File: src/design/aesl_pkg.sv
`timescale 1ns / 1ps

package aesl_pkg;

   // escape tracking codes
   localparam logic [2:0] ESC_GROUND  = 3'd0;
   localparam logic [2:0] ESC_SEEN    = 3'd1;
   localparam logic [2:0] ESC_CSI     = 3'd2;
   localparam logic [2:0] ESC_STR     = 3'd3;
   localparam logic [2:0] ESC_STR_ESC = 3'd4;

   // input op codes
   localparam logic OP_DATA  = 1'b0;
   localparam logic OP_CLOSE = 1'b1;

   // result kinds
   localparam logic KIND_BYTE   = 1'b0;
   localparam logic KIND_MARKER = 1'b1;

   // byte values
   localparam logic [7:0] CHR_BEL       = 8'h07;
   localparam logic [7:0] CHR_TAB       = 8'h09;
   localparam logic [7:0] CHR_LF        = 8'h0a;
   localparam logic [7:0] CHR_ESC       = 8'h1b;
   localparam logic [7:0] CHR_SPACE     = 8'h20;
   localparam logic [7:0] CHR_FINAL_LO  = 8'h40;
   localparam logic [7:0] CHR_FINAL_HI  = 8'h7e;
   localparam logic [7:0] CHR_LBRACKET  = 8'h5b;
   localparam logic [7:0] CHR_RBRACKET  = 8'h5d;
   localparam logic [7:0] CHR_UPPER_P   = 8'h50;
   localparam logic [7:0] CHR_UPPER_X   = 8'h58;
   localparam logic [7:0] CHR_CARET     = 8'h5e;
   localparam logic [7:0] CHR_UNDERLINE = 8'h5f;
   localparam logic [7:0] CHR_BACKSLASH = 8'h5c;

   // result queue geometry
   localparam int QUEUE_DEPTH = 4;
   localparam int QPTR_W      = $clog2(QUEUE_DEPTH);
   localparam int QCNT_W      = $clog2(QUEUE_DEPTH + 1);

   typedef struct packed {
      logic       kind;
      logic [7:0] out_byte;
      logic       last;
   } result_type;

   // results produced by one item, up to two
   typedef struct packed {
      logic [1:0] count;
      result_type first;
      result_type second;
   } push_type;

endpackage

File: src/design/ansi_escape_strip_line_stamper_top.sv
`timescale 1ns / 1ps

// ANSI escape stripper with per-line timestamp-prefix markers. Each request
// transfer carries one terminal byte (op data) or a close (op close). Escape
// sequences (two-byte ESC, CSI up to a final byte 0x40..0x7e, and OSC/DCS/
// SOS/PM/APC strings ended by BEL or ESC backslash) are dropped, as are
// control bytes below 0x20 other than LF and TAB. With csr_prefix_enable set
// (reset value 1) the first kept byte of every line is preceded by a marker
// result (kind 1, out_byte zero). A close emits a trailing LF when a line is
// unfinished and returns the tracker to line start. rsp_last flags the final
// result of each request. Rate: one request per cycle while the response
// queue has room; a request producing a marker plus a byte pushes two
// results, so sustained input rate is set by the one-result-per-cycle
// response queue. Requests pass the input register, then a four-entry
// response queue. Write the prefix register only while idle.

module ansi_escape_strip_line_stamper_top (
   input  logic       clock,
   input  logic       reset,
   // request channel
   input  logic       req_valid,
   output logic       req_stall,
   input  logic       req_op,
   input  logic [7:0] req_in_byte,
   // response channel
   output logic       rsp_valid,
   input  logic       rsp_stall,
   output logic       rsp_kind,
   output logic [7:0] rsp_out_byte,
   output logic       rsp_last,
   // configuration write
   input  logic       csr_valid,
   output logic       csr_ready,
   input  logic       csr_prefix_enable
);

   logic                 prefix_enable_ff;
   logic                 in_valid_ff;
   logic                 in_valid_in;
   logic                 in_op_ff;
   logic [7:0]           in_byte_ff;
   logic                 req_accept;
   logic                 fire;
   logic                 space_ok;
   aesl_pkg::push_type   push;
   aesl_pkg::result_type head;

   // config register always takes its transfer
   assign csr_ready = 1'b1;

   always_ff @(posedge clock) begin
      if (reset) begin
         prefix_enable_ff <= 1'b1;
      end else if (csr_valid && csr_ready) begin
         prefix_enable_ff <= csr_prefix_enable;
      end
   end

   // input register: holds while the queue lacks room for a burst
   assign req_stall  = in_valid_ff && !fire;
   assign req_accept = req_valid && !req_stall;

   always_comb begin
      in_valid_in = in_valid_ff;
      if (req_accept) begin
         in_valid_in = 1'b1;
      end else if (fire) begin
         in_valid_in = 1'b0;
      end
   end

   always_ff @(posedge clock) begin
      if (reset) begin
         in_valid_ff <= 1'b0;
      end else begin
         in_valid_ff <= in_valid_in;
      end
   end

   // payload needs no reset
   always_ff @(posedge clock) begin
      if (req_accept) begin
         in_op_ff   <= req_op;
         in_byte_ff <= req_in_byte;
      end
   end

   // escape tracking and result formation
   aesl_strip u_strip (
      .clock         (clock),
      .reset         (reset),
      .prefix_enable (prefix_enable_ff),
      .item_valid    (in_valid_ff),
      .item_op       (in_op_ff),
      .item_byte     (in_byte_ff),
      .space_ok      (space_ok),
      .fire          (fire),
      .push          (push)
   );

   // response queue decouples the two sides
   aesl_rsp_queue u_rsp_queue (
      .clock     (clock),
      .reset     (reset),
      .push      (push),
      .space_ok  (space_ok),
      .rsp_valid (rsp_valid),
      .rsp_stall (rsp_stall),
      .head      (head)
   );

   assign rsp_kind     = head.kind;
   assign rsp_out_byte = head.out_byte;
   assign rsp_last     = head.last;

endmodule

File: src/design/aesl_strip.sv
`timescale 1ns / 1ps

module aesl_strip (
   input  logic               clock,
   input  logic               reset,
   input  logic               prefix_enable,
   input  logic               item_valid,
   input  logic               item_op,
   input  logic [7:0]         item_byte,
   input  logic               space_ok,
   output logic               fire,
   output aesl_pkg::push_type push
);

   logic [2:0] esc_ff;
   logic [2:0] esc_in;
   logic       line_start_ff;
   logic       line_start_in;
   logic       keep;

   assign fire = item_valid && space_ok;

   always_comb begin
      esc_in        = esc_ff;
      line_start_in = line_start_ff;
      keep          = 1'b0;
      push          = '0;
      if (item_op == aesl_pkg::OP_CLOSE) begin
         if (!line_start_ff) begin
            push.count          = 2'd1;
            push.first.kind     = aesl_pkg::KIND_BYTE;
            push.first.out_byte = aesl_pkg::CHR_LF;
            push.first.last     = 1'b1;
         end
         esc_in        = aesl_pkg::ESC_GROUND;
         line_start_in = 1'b1;
      end else begin
         unique case (esc_ff)
            aesl_pkg::ESC_SEEN: begin
               if (item_byte == aesl_pkg::CHR_LBRACKET) begin
                  esc_in = aesl_pkg::ESC_CSI;
               end else if (item_byte == aesl_pkg::CHR_RBRACKET
                            || item_byte == aesl_pkg::CHR_UPPER_P
                            || item_byte == aesl_pkg::CHR_UPPER_X
                            || item_byte == aesl_pkg::CHR_CARET
                            || item_byte == aesl_pkg::CHR_UNDERLINE) begin
                  esc_in = aesl_pkg::ESC_STR;
               end else begin
                  esc_in = aesl_pkg::ESC_GROUND;
               end
            end
            aesl_pkg::ESC_CSI: begin
               if (item_byte >= aesl_pkg::CHR_FINAL_LO && item_byte <= aesl_pkg::CHR_FINAL_HI) begin
                  esc_in = aesl_pkg::ESC_GROUND;
               end
            end
            aesl_pkg::ESC_STR: begin
               if (item_byte == aesl_pkg::CHR_BEL) begin
                  esc_in = aesl_pkg::ESC_GROUND;
               end else if (item_byte == aesl_pkg::CHR_ESC) begin
                  esc_in = aesl_pkg::ESC_STR_ESC;
               end
            end
            aesl_pkg::ESC_STR_ESC: begin
               esc_in = (item_byte == aesl_pkg::CHR_BACKSLASH) ?
                        aesl_pkg::ESC_GROUND : aesl_pkg::ESC_STR;
            end
            default: begin
               // ground, unused codes fall back here too
               esc_in = aesl_pkg::ESC_GROUND;
               if (item_byte == aesl_pkg::CHR_ESC) begin
                  esc_in = aesl_pkg::ESC_SEEN;
               end else if (item_byte >= aesl_pkg::CHR_SPACE
                            || item_byte == aesl_pkg::CHR_LF
                            || item_byte == aesl_pkg::CHR_TAB) begin
                  keep = 1'b1;
               end
            end
         endcase
         if (keep) begin
            line_start_in = (item_byte == aesl_pkg::CHR_LF);
            if (line_start_ff && prefix_enable) begin
               push.count           = 2'd2;
               push.first.kind      = aesl_pkg::KIND_MARKER;
               push.first.out_byte  = 8'h00;
               push.first.last      = 1'b0;
               push.second.kind     = aesl_pkg::KIND_BYTE;
               push.second.out_byte = item_byte;
               push.second.last     = 1'b1;
            end else begin
               push.count          = 2'd1;
               push.first.kind     = aesl_pkg::KIND_BYTE;
               push.first.out_byte = item_byte;
               push.first.last     = 1'b1;
            end
         end
      end
      if (!fire) begin
         push.count = 2'd0;
      end
   end

   always_ff @(posedge clock) begin
      if (reset) begin
         esc_ff        <= aesl_pkg::ESC_GROUND;
         line_start_ff <= 1'b1;
      end else if (fire) begin
         esc_ff        <= esc_in;
         line_start_ff <= line_start_in;
      end
   end

   close_resets_state: assert property (@(posedge clock) disable iff (reset)
      fire && item_op == aesl_pkg::OP_CLOSE |=>
         esc_ff == aesl_pkg::ESC_GROUND && line_start_ff)
      else $error("close did not return to line start in ground");

   marker_needs_line_start: assert property (@(posedge clock) disable iff (reset)
      push.count == 2'd2 |-> line_start_ff && prefix_enable
         && push.first.kind == aesl_pkg::KIND_MARKER)
      else $error("marker pushed away from line start");

endmodule

File: src/design/aesl_rsp_queue.sv
`timescale 1ns / 1ps

module aesl_rsp_queue (
   input  logic                 clock,
   input  logic                 reset,
   input  aesl_pkg::push_type   push,
   output logic                 space_ok,
   output logic                 rsp_valid,
   input  logic                 rsp_stall,
   output aesl_pkg::result_type head
);

   aesl_pkg::result_type entry_ff [aesl_pkg::QUEUE_DEPTH];

   logic [aesl_pkg::QPTR_W-1:0] wr_ptr_ff;
   logic [aesl_pkg::QPTR_W-1:0] wr_ptr_in;
   logic [aesl_pkg::QPTR_W-1:0] wr_next;
   logic [aesl_pkg::QPTR_W-1:0] rd_ptr_ff;
   logic [aesl_pkg::QPTR_W-1:0] rd_ptr_in;
   logic [aesl_pkg::QCNT_W-1:0] count_ff;
   logic [aesl_pkg::QCNT_W-1:0] count_in;
   logic                        pop;

   assign rsp_valid = (count_ff != '0);
   assign head      = entry_ff[rd_ptr_ff];
   assign pop       = rsp_valid && !rsp_stall;
   // room for the largest burst of one item
   assign space_ok  = (count_ff <= aesl_pkg::QCNT_W'(aesl_pkg::QUEUE_DEPTH - 2));
   assign wr_next   = wr_ptr_ff + 1'b1;

   always_comb begin
      wr_ptr_in = wr_ptr_ff + aesl_pkg::QPTR_W'(push.count);
      rd_ptr_in = rd_ptr_ff + aesl_pkg::QPTR_W'(pop);
      count_in  = count_ff + aesl_pkg::QCNT_W'(push.count) - aesl_pkg::QCNT_W'(pop);
   end

   always_ff @(posedge clock) begin
      if (push.count != 2'd0) begin
         entry_ff[wr_ptr_ff] <= push.first;
      end
      if (push.count == 2'd2) begin
         entry_ff[wr_next] <= push.second;
      end
   end

   always_ff @(posedge clock) begin
      if (reset) begin
         wr_ptr_ff <= '0;
         rd_ptr_ff <= '0;
         count_ff  <= '0;
      end else begin
         wr_ptr_ff <= wr_ptr_in;
         rd_ptr_ff <= rd_ptr_in;
         count_ff  <= count_in;
      end
   end

   count_bounded: assert property (@(posedge clock) disable iff (reset)
      count_ff <= aesl_pkg::QCNT_W'(aesl_pkg::QUEUE_DEPTH))
      else $error("result queue overflow");

   push_only_with_room: assert property (@(posedge clock) disable iff (reset)
      push.count != 2'd0 |-> space_ok && push.count != 2'd3)
      else $error("push without room");

endmodule
File: config.mk
export PLATFORM = sky130hd
export DESIGN_NAME = ansi_escape_strip_line_stamper_top
export DESIGN_NICKNAME = d
export VERILOG_FILES = /design/src/design/aesl_pkg.sv /design/src/design/ansi_escape_strip_line_stamper_top.sv /design/src/design/aesl_strip.sv /design/src/design/aesl_rsp_queue.sv
export SDC_FILE = /design/constraint.sdc
export NUM_CORES = 1
export LEC_CHECK = 0
export CORE_UTILIZATION = 50
export CTS_BUF_LIST = sky130_fd_sc_hd__clkbuf_2
export DETAILED_ROUTE_END_ITERATION = 8
export DONT_BUFFER_PORTS = 1
export GPL_TIMING_DRIVEN = 0
export PLACE_DENSITY_LB_ADDON = 0.08
export SLEW_MARGIN = 25
export SYNTH_ARGS = -nofsm -noshare
export SYNTH_HDL_FRONTEND = slang
export SYNTH_SLANG_ARGS = --single-unit
File: constraint.sdc
create_clock -name clock -period 4.1 [get_ports clock]
set_input_delay 1.025 -clock clock [delete_from_list [all_inputs] [get_ports clock]]
set_output_delay 1.025 -clock clock [all_outputs]
set_load 0.005 [all_outputs]
==> results of run 1 <==
-- layout make-up --
class                           instances  area [um^2]  share of cell area
Sequential cell                        62         1692              0.5088
Multi-Input combinational cell        176         1321              0.3974
Tap cell                               75        93.84             0.02823
Buffer                                 15        63.81             0.01919
Clock buffer                           11        55.05             0.01656
Clock inverter                          5        50.05             0.01505
Inverter                               11        41.29             0.01242
Timing Repair Buffer                    1        7.507            0.002258
-- how the worst max path moves through the flow --
stage / start / to / slack (ns)
6_report: in_byte_ff[0] / u_rsp_queue.count_ff[2] / 0.73
2_1_floorplan: in_byte_ff[0] / u_rsp_queue.count_ff[2] / 1.16
4_1_cts: in_byte_ff[0] / u_rsp_queue.count_ff[2] / 0.71
3_5_place_dp: in_byte_ff[0] / u_rsp_queue.count_ff[2] / 0.74
3_3_place_gp: in_byte_ff[0] / u_rsp_queue.count_ff[2] / 0.75
5_1_grt: in_byte_ff[0] / u_rsp_queue.count_ff[2] / 0.46
-- Yosys cell counts, drive strengths merged, types with 2 or more instances --
cell type	number	area, um^2
edfxtp	45	1351
and2	26	167.7
nor2	24	90.09
dfxtp	17	340.3
a21oi	11	55.05
inv	11	41.29
mux4	10	225.2
nor2b	10	62.56
clkbuf	9	33.78
nand2	8	30.03
nand3	7	35.03
o22ai	7	43.79
buf	6	30.03
nor3	6	30.03
xnor2	6	52.55
ha	5	62.56
nand2b	5	31.28
o21ai	5	25.02
or3	5	31.28
mux2i	4	40.04
nand4b	2	17.52
nor4	2	12.51
o2111ai	2	17.52
o21a	2	15.01
o21bai	2	15.01
o32a	2	20.02
o41ai	2	17.52
or2	2	12.51
-- logic make-up (layout without fill, tap and decap cells) --
logic type / after synthesis / count (layout) / share of synthesized area
adders and majority gates: 7 / 7 / 0.02982
other: 1 / 1 / 0.001208
buffers and inverters: 26 / 43 / 0.03384
muxes: 14 / 14 / 0.08542
AOI/OAI and AO/OA: 43 / 43 / 0.09951
xor gates and xnor gates: 7 / 7 / 0.01974
DFF: 62 / 62 / 0.5447
and+or+nand+nor: 104 / 104 / 0.1857
-- power groups by stage --
stage / Clock, mW / Combinational, mW / Sequential [mW]
after CTS: 0.361 / 0.388 / 0.775
after global placement: 0 / 0.380 / 0.788
after detailed placement: 0 / 0.386 / 0.789
after floorplan: 0 / 0.316 / 0.777
after global routing: 0.387 / 0.438 / 0.785
final: 0.354 / 0.383 / 0.775
-- stage by stage --
| stage | instance area [um^2] | hold WS [ns] |
|---|---|---|
| 3_3_place_gp | 3199 | 0.4418 |
| 5_1_grt | 3324 | 0.4917 |
| 4_1_cts | 3324 | 0.4705 |
| 2_1_floorplan | 3105 | 0.4257 |
| 6_report | 3324 | 0.4707 |
| 3_5_place_dp | 3219 | 0.4473 |
-- state kept, by name (all words and copies together), names as in the netlist, 2 cells and up --
name                   count
u_rsp_queue.entry_ff      40
in_byte_ff                 8
u_rsp_queue.count_ff       3
u_strip.esc_ff             3
u_rsp_queue.rd_ptr_ff      2
u_rsp_queue.wr_ptr_ff      2
-- worst max-delay path, stage by stage, from the launching register on --
cell	delay, ns
edfxtp_1	0.43
buf_2	0.21
xnor2_1	0.16
o41a_1	0.40
o31ai_2	0.51
nand2b_1	0.26
ha_1	0.34
inv_1	0.05
ha_1	0.13
inv_1	0.04
fa_1	0.37
xnor2_1	0.18
xnor2_1	0.14
nor2_1	0.05
-- routing by layer --
layer | routed length (um) | vias up | GRT usage
met5 | 0 | - | 0
met4 | 122 | 0 | 0.1018
met3 | 314 | 11 | 0.04607
met2 | 2675 | 59 | 0.3218
met1 | 2775 | 960 | 0.2809
li1 | - | 1000 | -
-- cell usage in the layout, fill, tap and decap left out, drive strengths merged, types with 2 or more instances in the layout --
master   synthesis  final
dfxtp           17     17
nand3            7      7
nor2            24     24
ha               5      5
o41ai            2      2
and2            26     26
buf              6      7
edfxtp          45     45
o22ai            7      7
inv             11     11
or3              5      5
nand2            8      8
nor3             6      6
clkinv           0      3
xnor2            6      6
o21ai            5      5
nand2b           5      5
mux4            10     10
or2              2      2
nand4b           2      2
o2111ai          2      2
mux2i            4      4
o32a             2      2
clkbuf           9     20
nor4             2      2
nor2b           10     10
o21bai           2      2
o21a             2      2
a21oi           11     11
==> results.sh, run 1 <==
export IMPL_htree_levels=3
export IMPL_area_growth_pct=7.051
export IMPL_crit_arrival_ns=3.74
export IMPL_postCtsSetupBuffers=0
export IMPL_seq_power_share=0.512
export IMPL_synth_net_count=285
export IMPL_overflow=0
export IMPL_synth_edff_count=45
export IMPL_clockPowerShare=0.234
export IMPL_avgSynthCellArea_um2=11.76
export IMPL_drive_gt1_frac=0.1423
export IMPL_final_cells=356
export IMPL_synth_seq_cells=62
export IMPL_required_ns=4.47
export IMPL_leakage_nw=1.199
export IMPL_holdPathStages=2
export IMPL_die_y_um=80.81
export IMPL_clk_latency_ns=0.49
export IMPL_yosysWarnings=0
export IMPL_cts_buffers=9
export IMPL_root_buffer="clkbuf_2"
export IMPL_first_global_vias=1941
export IMPL_fin_crit_sh=0.8219
export IMPL_reg2reg_from="in_byte_ff[0]"
export IMPL_path_class="reg2reg"
export IMPL_fin_crit_ns=3.370
export IMPL_slew_headroom=0.3813
export IMPL_cts_tree="built"
export IMPL_nets=297
export IMPL_ir_drop_v=0.0003125
export IMPL_io_pins=28
export IMPL_ys_types=53
export IMPL_nFillCells=529
export IMPL_routabilityCongestion=0.8594
export IMPL_seq_area_frac_synth=0.5447
export IMPL_num_rows=28
export IMPL_drv_slew=0
export IMPL_critPathCaptureType="flop"
export IMPL_r2r_slack_ns=0.73
export IMPL_first_pass_iters=4
export IMPL_worstMarginPinSlew_ns=0.9280
export IMPL_coreArea_um2=5956
export IMPL_antenna_left=0
export IMPL_cp_max_fo=10
export IMPL_reg2regPathDepth=13
export IMPL_final_core_util=0.5582
export IMPL_vias_per_cell=5.702
export IMPL_clkSinkCount=62
export IMPL_hold_end="u_rsp_queue.entry_ff[3][9]"
export IMPL_worstHoldPathType="reg2reg"
export IMPL_p_sw_frac=0.3000
export IMPL_clk_pin_slew_ns=0.17
export IMPL_max_freq_mhz=296.8
export IMPL_final_setup_viol_count=0
export IMPL_power_switching_uw=453.8
export IMPL_finalPower_mw=1.513
export IMPL_power_density_nw_per_um2=455.1
export IMPL_cts_hold_buf=0
export IMPL_routedWlPerCell_um=16.54
export IMPL_maxCapViolations=0
export IMPL_power_internal_mw=1.059
export IMPL_hp_start="u_rsp_queue.entry_ff[3][9]"
export IMPL_netlist_area_um2=3105
export IMPL_port_buffers=0
export IMPL_drtIter0Drc=112
export IMPL_worstReg2RegEnd="u_rsp_queue.count_ff[2]"
export IMPL_drc_errors=0
export IMPL_postCtsResizedCells=0
export IMPL_initial_core_util=0.5214
export IMPL_netlist_instances=264
export IMPL_dp_hpwl_mm=4.152
export IMPL_track_usage=0.2093
export IMPL_layout_setup_ws_ns=0.7304
export IMPL_synthFlopType="edfxtp_1"
export IMPL_dp_slack_ns=0.7356
export IMPL_drt_wl_total_mm=5.888
export IMPL_antenna_found_initial=0
export IMPL_rsz0062_at_grt="false"
export IMPL_max_clock_path_buffers=2
export IMPL_fin_setup_tns_ns=0
export IMPL_grt_pass1_wl_mm=9.777
export IMPL_critPathLaunchType="flop"
export IMPL_antenna_cells=0
export IMPL_placed_cells=340
export IMPL_grt_start_max_net_pins=11
export IMPL_hold_violations=0
export IMPL_power_frac_comb=0.253
export IMPL_skew_ns=0.02631
export IMPL_async_flop_share=0
export IMPL_vias=2030
export IMPL_die_area_um2=6530
export IMPL_dieWidth_um=80.81
export IMPL_status="complete, no violations"
(Power assumes the default switching activity.)
==> inputs of run 2 (changes only) <==
==> constraint.sdc (replaced) <==
create_clock -name clock -period 2.8 [get_ports clock]
set_input_delay 0.7 -clock clock [delete_from_list [all_inputs] [get_ports clock]]
set_output_delay 0.7 -clock clock [all_outputs]
set_load 0.005 [all_outputs]
==> run 2 against run 1 <==
Critical path type unchanged. Clock power grew 100%. Largest cell class unchanged. Core utilization grew 3.9 points. Die area is the same. Fmax grew 20%. Cell area grew 7.0%. Sequential share of layout area shrank 3.3 points. Global-route usage grew 0.21 points. Count of clock-buffer cells in the layout is the same. First-iteration DRC count grew 71%.
==> results.sh, run 2 (synthesis gave the netlist of run 1 again) <==
export IMPL_cts_hold_buf=0
export IMPL_first_global_vias=1970
export IMPL_dieWidth_um=80.81
export IMPL_fin_crit_ns=2.798
export IMPL_cts_buffers=9
export IMPL_placed_cell_area_um2=3244
export IMPL_path_class="reg2reg"
export IMPL_num_rows=28
export IMPL_required_ns=3.15
export IMPL_die_y_um=80.81
export IMPL_first_pass_iters=4
export IMPL_nets=306
export IMPL_crit_arrival_ns=3.15
export IMPL_grt_start_max_net_pins=12
export IMPL_status="complete, no violations"
export IMPL_p_sw_frac=0.2843
export IMPL_cp_max_fo=6
export IMPL_htree_levels=3
export IMPL_hold_ws_ns=0.2889
export IMPL_fin_area_um2=3557
export IMPL_top_register="u_rsp_queue.entry_ff"
export IMPL_leakage_nw=1.303
export IMPL_clkSinkCount=62
export IMPL_fin_crit_sh=0.9992
export IMPL_rsz0062_at_grt="true"
export IMPL_maxCapViolations=0
export IMPL_drv_slew=0
export IMPL_ir_drop_v=0.0006382
export IMPL_power_switching_uw=713.2
export IMPL_skew_ns=0.03270
export IMPL_die_area_um2=6530
export IMPL_antenna_cells=0
export IMPL_routedWlPerCell_um=17.05
export IMPL_path_cells="buf_6 -> xnor2_4 -> o41a_1 -> o31ai_4 -> nand2b_4 -> ha_4 -> inv_2 -> ha_4 -> inv_2 -> fa_2 -> xnor2_2 -> xnor2_1 -> nor2_1"
export IMPL_max_stage_delay_ns=0.44
export IMPL_dp_slack_ns=-0.3227
export IMPL_vias=2118
export IMPL_power_density_nw_per_um2=705.2
export IMPL_slew_headroom=0.5081
export IMPL_drtIter0Drc=191
export IMPL_cts_tree="built"
export IMPL_clk_pin_slew_ns=0.16
export IMPL_hold_violations=0
export IMPL_routabilityCongestion=0.8717
export IMPL_crit_buf_inv=3
export IMPL_power_internal_mw=1.795
export IMPL_antenna_left=0
export IMPL_largest_reg_flops=40
export IMPL_coreArea_um2=5956
export IMPL_clockPowerShare=0.283
export IMPL_max_freq_mhz=357.4
export IMPL_port_buffers=0
export IMPL_finalPower_mw=2.509
export IMPL_area_growth_pct=14.54
export IMPL_track_usage=0.2114
export IMPL_root_buffer="clkbuf_2"
export IMPL_critPathLaunchType="flop"
export IMPL_slowest_stage="edfxtp_1"
export IMPL_max_clock_path_buffers=2
export IMPL_final_setup_viol_count=0
export IMPL_drive_gt1_frac=0.2207
export IMPL_antenna_found_initial=0
export IMPL_worstHoldPathType="in2reg"
export IMPL_vias_per_cell=5.803
export IMPL_power_frac_comb=0.263
export IMPL_critPathCaptureType="flop"
export IMPL_reg_largest_list="u_rsp_queue.entry_ff (40), in_byte_ff (8)"
export IMPL_grt_pass1_wl_mm=9.839
export IMPL_nFillCells=509
export IMPL_io_pins=28
export IMPL_clk_latency_ns=0.48
export IMPL_overflow=0
export IMPL_dp_hpwl_mm=4.250
export IMPL_drc_errors=0
export IMPL_initial_core_util=0.5214
export IMPL_drt_wl_total_mm=6.224
export IMPL_critical_path_top_delay_family="adder cells"
export IMPL_layout_common_cells="edfxtp_1, nor2_1, and2_1, dfxtp_1"
export IMPL_final_common_cell="edfxtp_1"
export IMPL_seq_power_share=0.454
export IMPL_layout_setup_ws_ns=0.002115
export IMPL_worstMarginPinSlew_ns=0.7322
## run 2: metal layers
metal  vias up  routed length, um  GRT usage
met2        57               2932     0.3193
met1      1026               2923     0.2896
met5         -                  0          0
met4         0                143    0.09286
met3        12                225    0.05056
li1       1023                  -          -
## run 2: repair_timing
| action | CTS | global route |
|---|---|---|
| endpoints found under the setup margin | 58 | 34 |
| pin swaps | 2 | 6 |
| setup buffers | 4 | 6 |
| resized for setup | 2 | 15 |
## run 2: per-stage QoR
| stage | setup TNS, ns | instances | util |
|---|---|---|---|
| finish | 0 | 365 | 0.5973 |
| global route | -0.1294 | 365 | 0.5973 |
| detailed placement | -3.506 | 340 | 0.5447 |
| global placement | -10.51 | 339 | 0.5414 |
| CTS | -0.1346 | 360 | 0.5771 |
| floorplan | -0.003579 | 264 | - |
## run 2: final timing paths
path / start / to / slack (ns) / cells after the start
max: in_byte_ff[0] / u_rsp_queue.count_ff[2] / 0.002 / 13
min: reset / u_rsp_queue.rd_ptr_ff[0] / 0.29 / 1
max reg2reg: in_byte_ff[0] / u_rsp_queue.count_ff[2] / 0.002 / 13
min reg2reg: u_rsp_queue.entry_ff[3][9] / u_rsp_queue.entry_ff[3][9] / 0.47 / 2
## run 2: cell type report
class / instances / area (um^2) / share of cell area
Timing Repair Buffer: 11 / 82.58 / 0.02321
Multi-Input combinational cell: 176 / 1420 / 0.3992
Buffer: 14 / 73.82 / 0.02075
Sequential cell: 62 / 1692 / 0.4756
Clock buffer: 11 / 55.05 / 0.01548
Clock inverter: 5 / 98.84 / 0.02779
Tap cell: 75 / 93.84 / 0.02638
Inverter: 11 / 41.29 / 0.01161
## run 2: power groups by stage
stage / clock (mW) / sequential [mW] / combinational, mW
final: 0.710 / 1.14 / 0.660
after global routing: 0.764 / 1.16 / 0.734
after CTS: 0.723 / 1.13 / 0.613
after detailed placement: 0 / 1.16 / 0.593
after global placement: 0 / 1.15 / 0.583
after floorplan: 0 / 1.14 / 0.489
